## src/hdl/chte_ram.sv

```systemverilog
// Generic single-port-write, single-read RAM with registered read data.
module chte_ram #(
  parameter int unsigned Width = 8,
  parameter int unsigned Depth = 16
) (
  input  logic                     clk_i,
  input  logic                     we_i,
  input  logic [$clog2(Depth)-1:0] waddr_i,
  input  logic [Width-1:0]         wdata_i,
  input  logic [$clog2(Depth)-1:0] raddr_i,
  output logic [Width-1:0]         rdata_o
);

  logic [Width-1:0] mem_q [Depth];

  always_ff @(posedge clk_i) begin
    if (we_i) begin
      mem_q[waddr_i] <= wdata_i;
    end
    rdata_o <= mem_q[raddr_i];
  end

endmodule

```

## config.mk

```make
export PLATFORM = sky130hd
export DESIGN_NAME = chte_ram
export DESIGN_NICKNAME = d
export VERILOG_FILES = /design/src/hdl/chte_ram.sv
export SDC_FILE = /design/constraint.sdc
export NUM_CORES = 1
export LEC_CHECK = 0
export ABC_CLOCK_PERIOD_IN_PS = 2800
export BUFFER_PORTS_ARGS = -buffer_cell sky130_fd_sc_hd__buf_4
export CORE_AREA = 2 2 96 98
export DETAILED_ROUTE_END_ITERATION = 6
export DIE_AREA = 0 0 98 100
export PLACE_DENSITY = 0.82
export SETUP_SLACK_MARGIN = 0.3
export SYNTH_ARGS = -nofsm -noshare
export SYNTH_HDL_FRONTEND = slang
export SYNTH_SLANG_ARGS = --single-unit
export TNS_END_PERCENT = 5
```

## constraint.sdc

```tcl
create_clock -name clk_i -period 2.8 [get_ports clk_i]
set_input_delay 0.42 -clock clk_i [delete_from_list [all_inputs] [get_ports clk_i]]
set_output_delay 0.42 -clock clk_i [all_outputs]
set_load 0.01 [all_outputs]
```

* Word level (Yosys, flattened, before mapping)
Memory sizes are Yosys's and may differ from the RTL's. A register that Yosys moved wholly into a read port is not among the register bits.
Index checks and enable logic that the tools add are counted.
** Cells by class
- Mux-type cells :: 2
** Operator list (number)
- 1-bit two-way mux :: 2
** Storage, ports and cells
- Register bits :: 0
- Bits in writable memories :: 128
- Input port bits :: 18
- Output and inout bits :: 8
- Logic and storage cells :: 3
- Memories kept :: 1
** Memory list
- mem_q :: depth 16, width 8, read ports 1, clocked after memory_dff 1, write ports 1, line 14 : logic [Width-1:0] mem_q [Depth];

* Longest topological paths before layout
Gate-level depths: netlist of run 1.
- Word-level depth :: 2
- Gate-level depth with buffers :: 5

* Worst setup path before layout of run 1
OpenSTA, ideal clock, no wires.
- Path type :: input -> register
- Start :: input waddr_i[2]
- End :: memory mem_q[0][0] (enable)
- Setup time :: 0.383 ns
- Arrival :: 1.530 ns
- Data required time :: 2.417 ns
- Slack :: 0.887 ns
- Stages :: 2
- Path buffers :: 0
- Cell sequence :: or3b_2 > nor3_1
** RTL lines
- start, declared :: line 8 : input logic [$clog2(Depth)-1:0] waddr_i,
- end, declared :: line 14
Straight into the memory's write port.

==> metrics.md, run 1 <==
| Metric | Value |
|---|---|
| # IOs | `26` |
| CTS clock-pin slew for the worst setup and hold paths | `approximately 50 ps` |
| # hold bufs at CTS | `0` |
| Die Wd | `98 µm` |
| Area Overhead vs Synth | `18.4%` |
| Core Region | `0.00889 mm²` |
| Synth Register Bits | `136` |
| Highest-delay cell along the critical path | `mux4_1` |
| Setup violators final | `0` |
| H-tree Lvls | `4` |
| Critical-path cell list | `buf_4, mux4_1, a22oi_1, nand2_1` |
| Cell Count, Final, Fillers Out | `398` |
| Post-route DRC | `0` |
| Relative slew slack | `0.403` |
| Placer congestion estimate | `approximately 0.76` |
| Max-Cap Viols | `0` |
| Drt first pass iters | `4` |
| Critical Path Source Type | `primary input` |
| Vias in the first global route | `2524` |
| Slew Limit Fails | `0` |
| Final Hold Vio Count | `0` |
| Cells resized by post-CTS repair | `0` |
| WL/cell | `25.1 µm` |
| Peak VDD IR | `~0.00043 V` |
| Yosys cell types | `19` |
| Via density | `approximately 6.2` |
| Total Routing Usage GR | `0.221` |
| Row count | `35` |
| Port-buffer cells | `25` |
| Setup Crit Path Kind | `in -> reg` |
| Deepest clock path buffer count | `2` |
| DR vias | `2485` |
| Worst Hold Path Cells | `1` |
| Die Height | `100 µm` |
| Minimum clock period | `1590 ps` |
| ANT cells | `0` |
| Hold Crit Class | `in -> reg` |
| Slew @ Worst Pin | `between 800 and 900 ps` |
| Total power | `4.85 mW` |
| Leakage | `between 2 and 2.5 nW` |
| Routed Antenna Nets | `0` |
| Sequential share of the synthesized area | `0.778` |
| Final TNS setup | `0 ps` |
| Crit-path max cell delay | `630 ps` |
| Syn_area_per_cell | `approximately 22 µm²` |
| Clk_lat worst skew | `~500 ps` |
| Ys Warns | `0` |
| Post-CTS Setup Inserts | `0` |
| Clock sinks | `136` |
| Maximum number of pins on one net before global-route repair | `33` |
| Worst EP required | `3180 ps` |
| Syn Inst Count | `229` |
| DP HPWL | `between 5000 and 6000 µm` |
| Tcrit/Tclk final | `0.567` |
| Post-Synthesis Net Count | `approximately 250` |
| Crit path DAT | `around 2000 ps` |
| Clock root cell | `clkbuf_8` |
| Placed insts | `366` |
| Worst Reg2Reg Path Length in Cells | `3` |
| 1st-iter DRT viols | `338` |
| Pwr dens | `795 mW/mm²` |
| First-pass GRT wire length | `15100 µm` |
| RSZ-0062 raised after global routing | `false` |
| Outcome | `complete, no violations` |
| Cts bufs inserted | `17` |
| Crit Path Max Fanout | `32` |
| GRT overflow | `0` |
| Full die area | `0.00980 mm²` |
| Initial antenna violation count | `0` |
| Fin nets | `just under 300` |
| Cell area after synthesis | `roughly 0.0051 mm²` |
| Final WL | `9990 µm` |
| Filler Cell Count | `514` |
| Hold_ws | `approximately 220 ps` |
| Max Clk Rate | `between 600 and 700 MHz` |
| Layout cells sized above 1 | `0.289` |
| Initial Util | `0.579` |
| CTS tree | `yes` |
| Setup Skew | `7.93 ps` |
| CP endpoint kind | `flop` |
-- where the power goes --
group / total [mW] / switching [mW] / internal [mW] / leakage [nW]
logic: 0.221 / 0.123 / 0.0978 / 0.550
clock network: 2.34 / 0.764 / 1.57 / 0.310
registers: 2.29 / 0.0136 / 2.28 / 1.22
-- critical path, delay by kind of cell --
| kind | cells | cell delay [ps] |
|---|---|---|
| AOI/OAI and AO/OA | 1 | 330 |
| buffers and inverters | 1 | 480 |
| muxes | 1 | 630 |
| and+or+nand+nor | 1 | 90 |
-- registers in the layout, summed over array words and instances (netlist names) --
register	count
mem_q	128
rdata_o	8
-- metrics by stage --
stage	area [µm²]	utilization	setup WS, ps
after floorplan	5150	-	887
after CTS	6100	0.686	1210
after detailed placement	5470	0.615	681
final	6100	0.686	1210
after global routing	6100	0.686	1130
after global placement	5470	0.615	707
-- synthesized netlist by cell type (all sizes together) --
library cell   instances  area share
clkdlybuf4s25          3      0.0058
nor3                   4      0.0039
buf                    7       0.011
nor2                  13      0.0095
nand3b                 2      0.0029
nand3                  1     0.00097
a22oi                 16       0.023
edfxtp               128        0.75
and2                   1      0.0012
nand2                  9      0.0066
or3b                   1      0.0017
mux4                  32        0.15
nand2b                 2      0.0024
dfxtp                  8       0.031
and2b                  1      0.0015
nor2b                  1      0.0012
-- metal layers --
layer  GRT usage  vias to the layer above  wire length [µm]
met3      0.0494                       15               738
met5           0                        -                 0
met2       0.354                      126              5090
met1       0.306                     1281              3970
met4      0.0801                        0               195
li1            -                     1063                 -
-- area by class of cell --
type | count | area (µm²) | area share
clock buffers | 22 | 453 | 0.0743
multi-input cells | 83 | 1060 | 0.173
flip-flops and latches | 136 | 4000 | 0.657
well taps | 111 | 139 | 0.0228
repair buffers | 36 | 270 | 0.0443
clock inverters | 10 | 174 | 0.0285
-- layout by cell type, fill, tap and decap left out, types with 2 or more instances in the layout --
| cell | synthesis | final |
|---|---|---|
| edfxtp_1 | 128 | 128 |
| dfxtp_1 | 8 | 8 |
| mux4_1 | 14 | 14 |
| nor3_1 | 4 | 4 |
| nand2_1 | 9 | 9 |
| buf_4 | 1 | 36 |
| nand3b_1 | 2 | 2 |
| nand2b_1 | 2 | 2 |
| bufinv_16 | 0 | 5 |
| clkbuf_16 | 0 | 16 |
| clkinv_2 | 0 | 4 |
| clkbuf_1 | 0 | 3 |
| clkbuf_8 | 0 | 3 |
| nor2_1 | 13 | 13 |
| mux4_2 | 18 | 18 |
| a22oi_1 | 16 | 16 |
-- cells by family (layout without fill, tap and decap cells) --
family / count (synthesis) / in the layout / synth area share
AOI/OAI and AO/OA: 16 / 16 / 0.0233
buffers and inverters: 10 / 68 / 0.0168
DFF: 136 / 136 / 0.778
muxes: 32 / 32 / 0.150
and+or+nand+nor: 35 / 35 / 0.0318
-- final timing paths --
kind	startpoint	to	slack [ps]
worst max-delay path	raddr_i[0]	rdata_o[0]$_DFF_P_	1210
worst min-delay path	wdata_i[1]	mem_q[3][1]$_DFFE_PP_	220
worst max register to register	mem_q[2][5]$_DFFE_PP_	rdata_o[5]$_DFF_P_	1340
worst min register to register	mem_q[12][4]$_DFFE_PP_	rdata_o[4]$_DFF_P_	690
No activity file was read; power rests on OpenSTA's default activity.
==> run 2: changes to the inputs <==
ABC_AREA = 1   (was not set)
ABC_CLOCK_PERIOD_IN_PS = 1400   (was 2800)
CORE_AREA = 2 2 106 108   (was 2 2 96 98)
DIE_AREA = 0 0 108 110   (was 0 0 98 100)
PLACE_DENSITY = 0.79   (was 0.82)
clock period = 1.4 ns   (was 2.8 ns; I/O delays follow)
==> run 2 against run 1 <==
  * Sequential power rose by 100%
  * Critical endpoint is now rdata_o[0]
  * Sequential share of layout area fell by 6.7 points
  * Highest routed layer unchanged
  * First-iteration DRC count rose by 18%
  * Largest power group is now sequential cells
==> metrics.md, run 2 <==
| Metric | Value |
|---|---|
| Outcome | `complete, no violations` |
| Highest-delay cell along the critical path | `dfxtp_1` |
| Max-Cap Viols | `0` |
| Seq pwr share | `0.480` |
| Final Hold Vio Count | `0` |
| Core Region | `0.0107 mm²` |
| Sw frac | `0.218` |
| Initial Util | `0.539` |
| Vias in the first global route | `3937` |
| Top post-synthesis cells by area | `edfxtp_1 (67%), nand2_1 (11%), nand3_1 (8.4%)` |
| Final TNS setup | `0 ps` |
| H-tree Lvls | `4` |
| Setup Skew | `5.24 ps` |
| Full die area | `0.0119 mm²` |
| Pwr dens | `1410 mW/mm²` |
| Clock sinks | `between 100 and 150` |
| Leakage | `~3.0 nW` |
| Cell Count, Final, Fillers Out | `approximately 750` |
| Syn_area_per_cell | `10.5 µm²` |
| Post-CTS Setup Inserts | `0` |
| Setup violators final | `0` |
| Minimum clock period | `1190 ps` |
| Row count | `38` |
| Maximum number of pins on one net before global-route repair | `65` |
| Worst path bufs/invs | `1` |
| Area Overhead vs Synth | `17.9%` |
| First-pass GRT wire length | `21000 µm` |
| Psw | `around 2.1 mW` |
| Cell area after synthesis | `roughly 0.0058 mm²` |
| Slew @ Worst Pin | `313 ps` |
| Routed Antenna Nets | `0` |
| WL/cell | `about 18 µm` |
| Yosys top cell area share | `0.667` |
| RSZ-0062 raised after global routing | `true` |
| Clk_lat worst skew | `530 ps` |
| Largest regs | `mem_q x128, rdata_o x8` |
| Clock root cell | `clkbuf_8` |
| Relative slew slack | `0.791` |
| Die Height | `110 µm` |
| Most frequent cells in the layout | `nand2_1 (173), edfxtp_1 (128), inv_1 (100)` |
| Synth Register Bits | `136` |
| GRT overflow | `0` |
| # IOs | `26` |
| Placed insts | `717` |
| Ys Warns | `0` |
| EDFF count, synth | `approximately 130` |
| Clk pwr share | `0.454` |
| Critical-path cell list | `buf_4` |
| Worst EP required | `1190 ps` |
| Post-route design area | `0.00680 mm²` |
| Deepest clock path buffer count | `2` |
| Leading cell type in the layout, fill and taps excluded | `nand2_1` |
| Final WL | `13700 µm` |
| Max Clk Rate | `roughly 840 MHz` |
| Placer congestion estimate | `0.909` |
| Most frequent cell after synthesis | `nand2_1` |
| Asr flop ratio synth | `0` |
| Crit-path max cell delay | `340 ps` |
| Fin nets | `614` |
| DR vias | `approximately 4000` |
| CTS clock-pin slew for the worst setup and hold paths | `60 ps` |
| CP delay by family, top | `flip-flops` |
| Post-route DRC | `0` |
| Tcrit/Tclk final | `0.851` |
| Hold Crit Class | `in -> reg` |
| Drt first pass iters | `5` |
| Slew Limit Fails | `0` |
| Crit Path Max Fanout | `1` |
| Total Routing Usage GR | `0.249` |
| Filler Cell Count | `770` |
| DP HPWL | `7970 µm` |
| ANT cells | `0` |
| Crit path DAT | `980 ps` |
| 1st-iter DRT viols | `398` |
| Port-buffer cells | `25` |
| Hold_ws | `9.52 ps` |
| Die Wd | `108 µm` |
| Syn Inst Count | `551` |
| CP endpoint kind | `output pin` |
| Max FFs per register | `128` |
| Layout cells sized above 1 | `0.135` |
| Sequential share of the synthesized area | `0.694` |
| Critical Path Source Type | `flop` |
| Placed Area | `around 0.0062 mm²` |
| Post-Synthesis Net Count | `569` |
| Most flop-heavy register | `mem_q` |
| Via density | `roughly 5.4` |
| Commonest cells post-synth | `nand2_1 (173), edfxtp_1 (128), inv_1 (100), nand3_1 (97), nor2_1 (17)` |
| Cts bufs inserted | `17` |
| Initial antenna violation count | `0` |
| Post-synth top area cell | `edfxtp_1` |
| Yosys cell types | `12` |
| Pint | `7.47 mW` |
| CTS tree | `yes` |
| Ys flop type | `edfxtp_1` |
| Setup Crit Path Kind | `reg -> out` |
| Comb power frac | `0.066` |
| Peak VDD IR | `between 0.0009 and 0.001 V` |
## run 2: changes by cell type after synthesis, moves of 10 or more
cell / change
mux4_1: -14
inv_1: +100
a22oi_1: -16
nand3_1: +96
buf_2: +10
nand2_1: +164
mux4_2: -18
## run 2: area by class of cell
type,count,area [µm²],area share
inverter,102,383,0.0563
tap,140,175,0.0258
multi-input combinational,289,1210,0.179
clock inverter,13,155,0.0228
sequential,136,4010,0.589
timing repair buffer,50,442,0.0650
clock buffer,19,422,0.0620
## run 2: final timing paths
kind                            cells past startpoint                 end  slack, ps                   start
worst max-delay path                                1          rdata_o[0]        210      rdata_o[0]$_DFF_P_
worst min register to register                      6  rdata_o[7]$_DFF_P_        690  mem_q[14][7]$_DFFE_PP_
worst max register to register                      6  rdata_o[4]$_DFF_P_        340   mem_q[3][4]$_DFFE_PP_
worst min-delay path                                3  rdata_o[7]$_DFF_P_         10              raddr_i[3]
## run 2: per-stage QoR
step,setup WS (ps),util,power (mW)
after floorplan,239,-,4.99
after global placement,78.5,0.581,5.25
after detailed placement,61.1,0.581,5.28
after CTS,196,0.635,9.55
after global routing,175,0.635,9.80
final,209,0.635,9.55
## run 2: repair_timing
| action | in CTS | in global routing |
|---|---|---|
| gates resized for setup | 3 | 0 |
| hold buffers | 0 | 0 |
| endpoints found under the setup margin | 8 | 9 |
## run 2: kinds of logic (layout without fill, tap and decap cells)
group / after synthesis / count (layout) / synth area share
buffers and inverters: 126 / 184 / 0.0952
DFF: 136 / 136 / 0.694
and+or+nand+nor: 289 / 289 / 0.210
## run 2: per-layer routing
metal | wire [µm] | vias to the layer above | track usage
li1 | - | 1866 | -
met4 | 321 | 0 | 0.0952
met3 | 1200 | 30 | 0.0635
met2 | 7170 | 206 | 0.426
met5 | 0 | - | 0
met1 | 5020 | 1924 | 0.306
## run 2: power by group through the flow
stage / Combinational [mW] / Sequential [mW] / Clock, mW
after CTS: 0.627 / 4.59 / 4.34
final: 0.630 / 4.58 / 4.34
after global placement: 0.587 / 4.66 / 0
after global routing: 0.684 / 4.59 / 4.53
after floorplan: 0.321 / 4.67 / 0
after detailed placement: 0.611 / 4.67 / 0
==> run 3: changes to the inputs <==
ABC_CLOCK_PERIOD_IN_PS = 1220   (was 1400)
CORE_AREA = 2 2 102 104   (was 2 2 106 108)
DIE_AREA = 0 0 104 106   (was 0 0 108 110)
PLACE_DENSITY = 0.81   (was 0.79)
clock period = 1.22 ns   (was 1.4 ns; I/O delays follow)
==> run 3 against run 2 <==
  * Setup slack got worse by 170 ps
  * Cell area increased by 1.3%
  * Die area is 7.2% lower
  * Global-route usage up 0.93 points
  * First-iteration DRC count is 16% lower
  * Via count decreased by 0.20%
  * Combinational power increased by 18%
  * Clock skew rose by 0.75 ps
  * Sequential cell count unchanged
==> metrics.md, run 3 (synthesis results as in run 2) <==
| Metric | Value |
|---|---|
| Critical Path Source Type | `flop` |
| Final Hold Vio Count | `0` |
| Largest regs | `mem_q x128, rdata_o x8` |
| Via density | `5.36` |
| Setup Skew | `6.00 ps` |
| Leakage | `2.98 nW` |
| Max Clk Rate | `845 MHz` |
| Port-buffer cells | `25` |
| Placed insts | `713` |
| Row count | `37` |
| Fin nets | `roughly 620` |
| Slew Limit Fails | `0` |
| Post-route DRC | `0` |
| DR vias | `4018` |
| DP HPWL | `8000 µm` |
| Most flop-heavy register | `mem_q` |
| Setup violators final | `0` |
| Slew @ Worst Pin | `373 ps` |
| Clock root cell | `clkbuf_8` |
| WL/cell | `17.6 µm` |
| Crit path DAT | `1000 ps` |
| CP delay by family, top | `flip-flops` |
| Worst EP required | `1040 ps` |
| Minimum clock period | `approximately 1200 ps` |
| Die Wd | `104 µm` |
| Crit-path max cell delay | `360 ps` |
| Max-Cap Viols | `0` |
| Post-route design area | `0.00688 mm²` |
| CTS clock-pin slew for the worst setup and hold paths | `60 ps` |
| Cts bufs inserted | `17` |
| Pwr dens | `1580 mW/mm²` |
| R2R Setup Slk | `180 ps` |
| Hold Crit Class | `in -> reg` |
| Cell Count, Final, Fillers Out | `750` |
| Filler Cell Count | `730` |
| Setup Crit Path Kind | `reg -> out` |
| H-tree Lvls | `4` |
| Routed Antenna Nets | `0` |
| Placed Area | `0.00626 mm²` |
| ANT cells | `0` |
| Critical-path cell list | `buf_6` |
| Deepest clock path buffer count | `2` |
| 1st-iter DRT viols | `333` |
| Maximum number of pins on one net before global-route repair | `35` |
| Peak VDD IR | `0.000907 V` |
| Placer congestion estimate | `0.812` |
| # IOs | `26` |
| First-pass GRT wire length | `~21000 µm` |
| Highest-delay cell along the critical path | `dfxtp_2` |
| RSZ-0062 raised after global routing | `true` |
| Total Routing Usage GR | `0.258` |
| Clock sinks | `136` |
| Relative slew slack | `0.751` |
| Post-layout util | `0.688` |
| CP endpoint kind | `output pin` |
| Max FFs per register | `128` |
| Drt first pass iters | `7` |
| Initial antenna violation count | `0` |
| Core Region | `0.0100 mm²` |
| Vias in the first global route | `3928` |
| Full die area | `0.0110 mm²` |
| Post-CTS Setup Inserts | `0` |
| Initial Util | `0.577` |
| Layout cells sized above 1 | `0.161` |
| GRT overflow | `0` |
| Leading cell type in the layout, fill and taps excluded | `nand2_1` |
| Tcrit/Tclk final | `0.971` |
| Outcome | `complete, no violations` |
| Worst path bufs/invs | `1` |
| Most frequent cells in the layout | `nand2_1 (173), edfxtp_1 (128), inv_1 (100)` |
| Final WL | `13200 µm` |
| Die Height | `106 µm` |
| CTS tree | `yes` |
| Clk_lat worst skew | `530 ps` |
| Crit Path Max Fanout | `1` |
| Hold_ws | `12.7 ps` |
| Area Overhead vs Synth | `19.4%` |
[run 3: routing by layer]
metal  up-vias  global-route usage  wire [µm]
met5         -                   0          0
met4         0               0.100        324
met3        30              0.0582        916
met2       179               0.431       6650
met1      1932               0.332       5310
li1       1877                   -          -
[run 3: power by group]
part	switching [mW]	internal, mW
Sequential	0.0356	5.22
Clock	1.93	2.92
Combinational	0.481	0.264
[run 3: cell type report]
type                            instances  area [µm²]  area share
Timing Repair Buffer                   55         504      0.0732
Clock inverter                         13         145      0.0211
Clock buffer                           19         422      0.0613
Inverter                              102         383      0.0556
Sequential cell                       136        4010       0.582
Tap cell                              136         170      0.0247
Multi-Input combinational cell        289        1250       0.182
[run 3: per-stage QoR]
stage	setup slack [ps]	total power [mW]	setup TNS, ps
3_5_place_dp	-44.5	6.07	-1900
4_1_cts	30.3	10.9	0
5_1_grt	12.1	11.2	0
2_1_floorplan	163	5.74	0
6_report	35.9	10.9	0
3_3_place_gp	-18.5	6.05	-220
[run 3: final timing paths]
| kind | start | end | depth (start not counted) |
|---|---|---|---|
| worst max-delay path | rdata_o[0]$_DFF_P_ | rdata_o[0] | 1 |
| worst min-delay path | wdata_i[5] | mem_q[1][5]$_DFFE_PP_ | 1 |
| worst max register to register | mem_q[1][5]$_DFFE_PP_ | rdata_o[5]$_DFF_P_ | 6 |
| worst min register to register | mem_q[12][4]$_DFFE_PP_ | rdata_o[4]$_DFF_P_ | 6 |
[run 3: what timing repair did]
item	CTS	global route
endpoints found under the setup margin	16	16
hold buffers	5	0
resized for setup	3	0
endpoints found under the hold margin	22	0
pin swaps	0	0
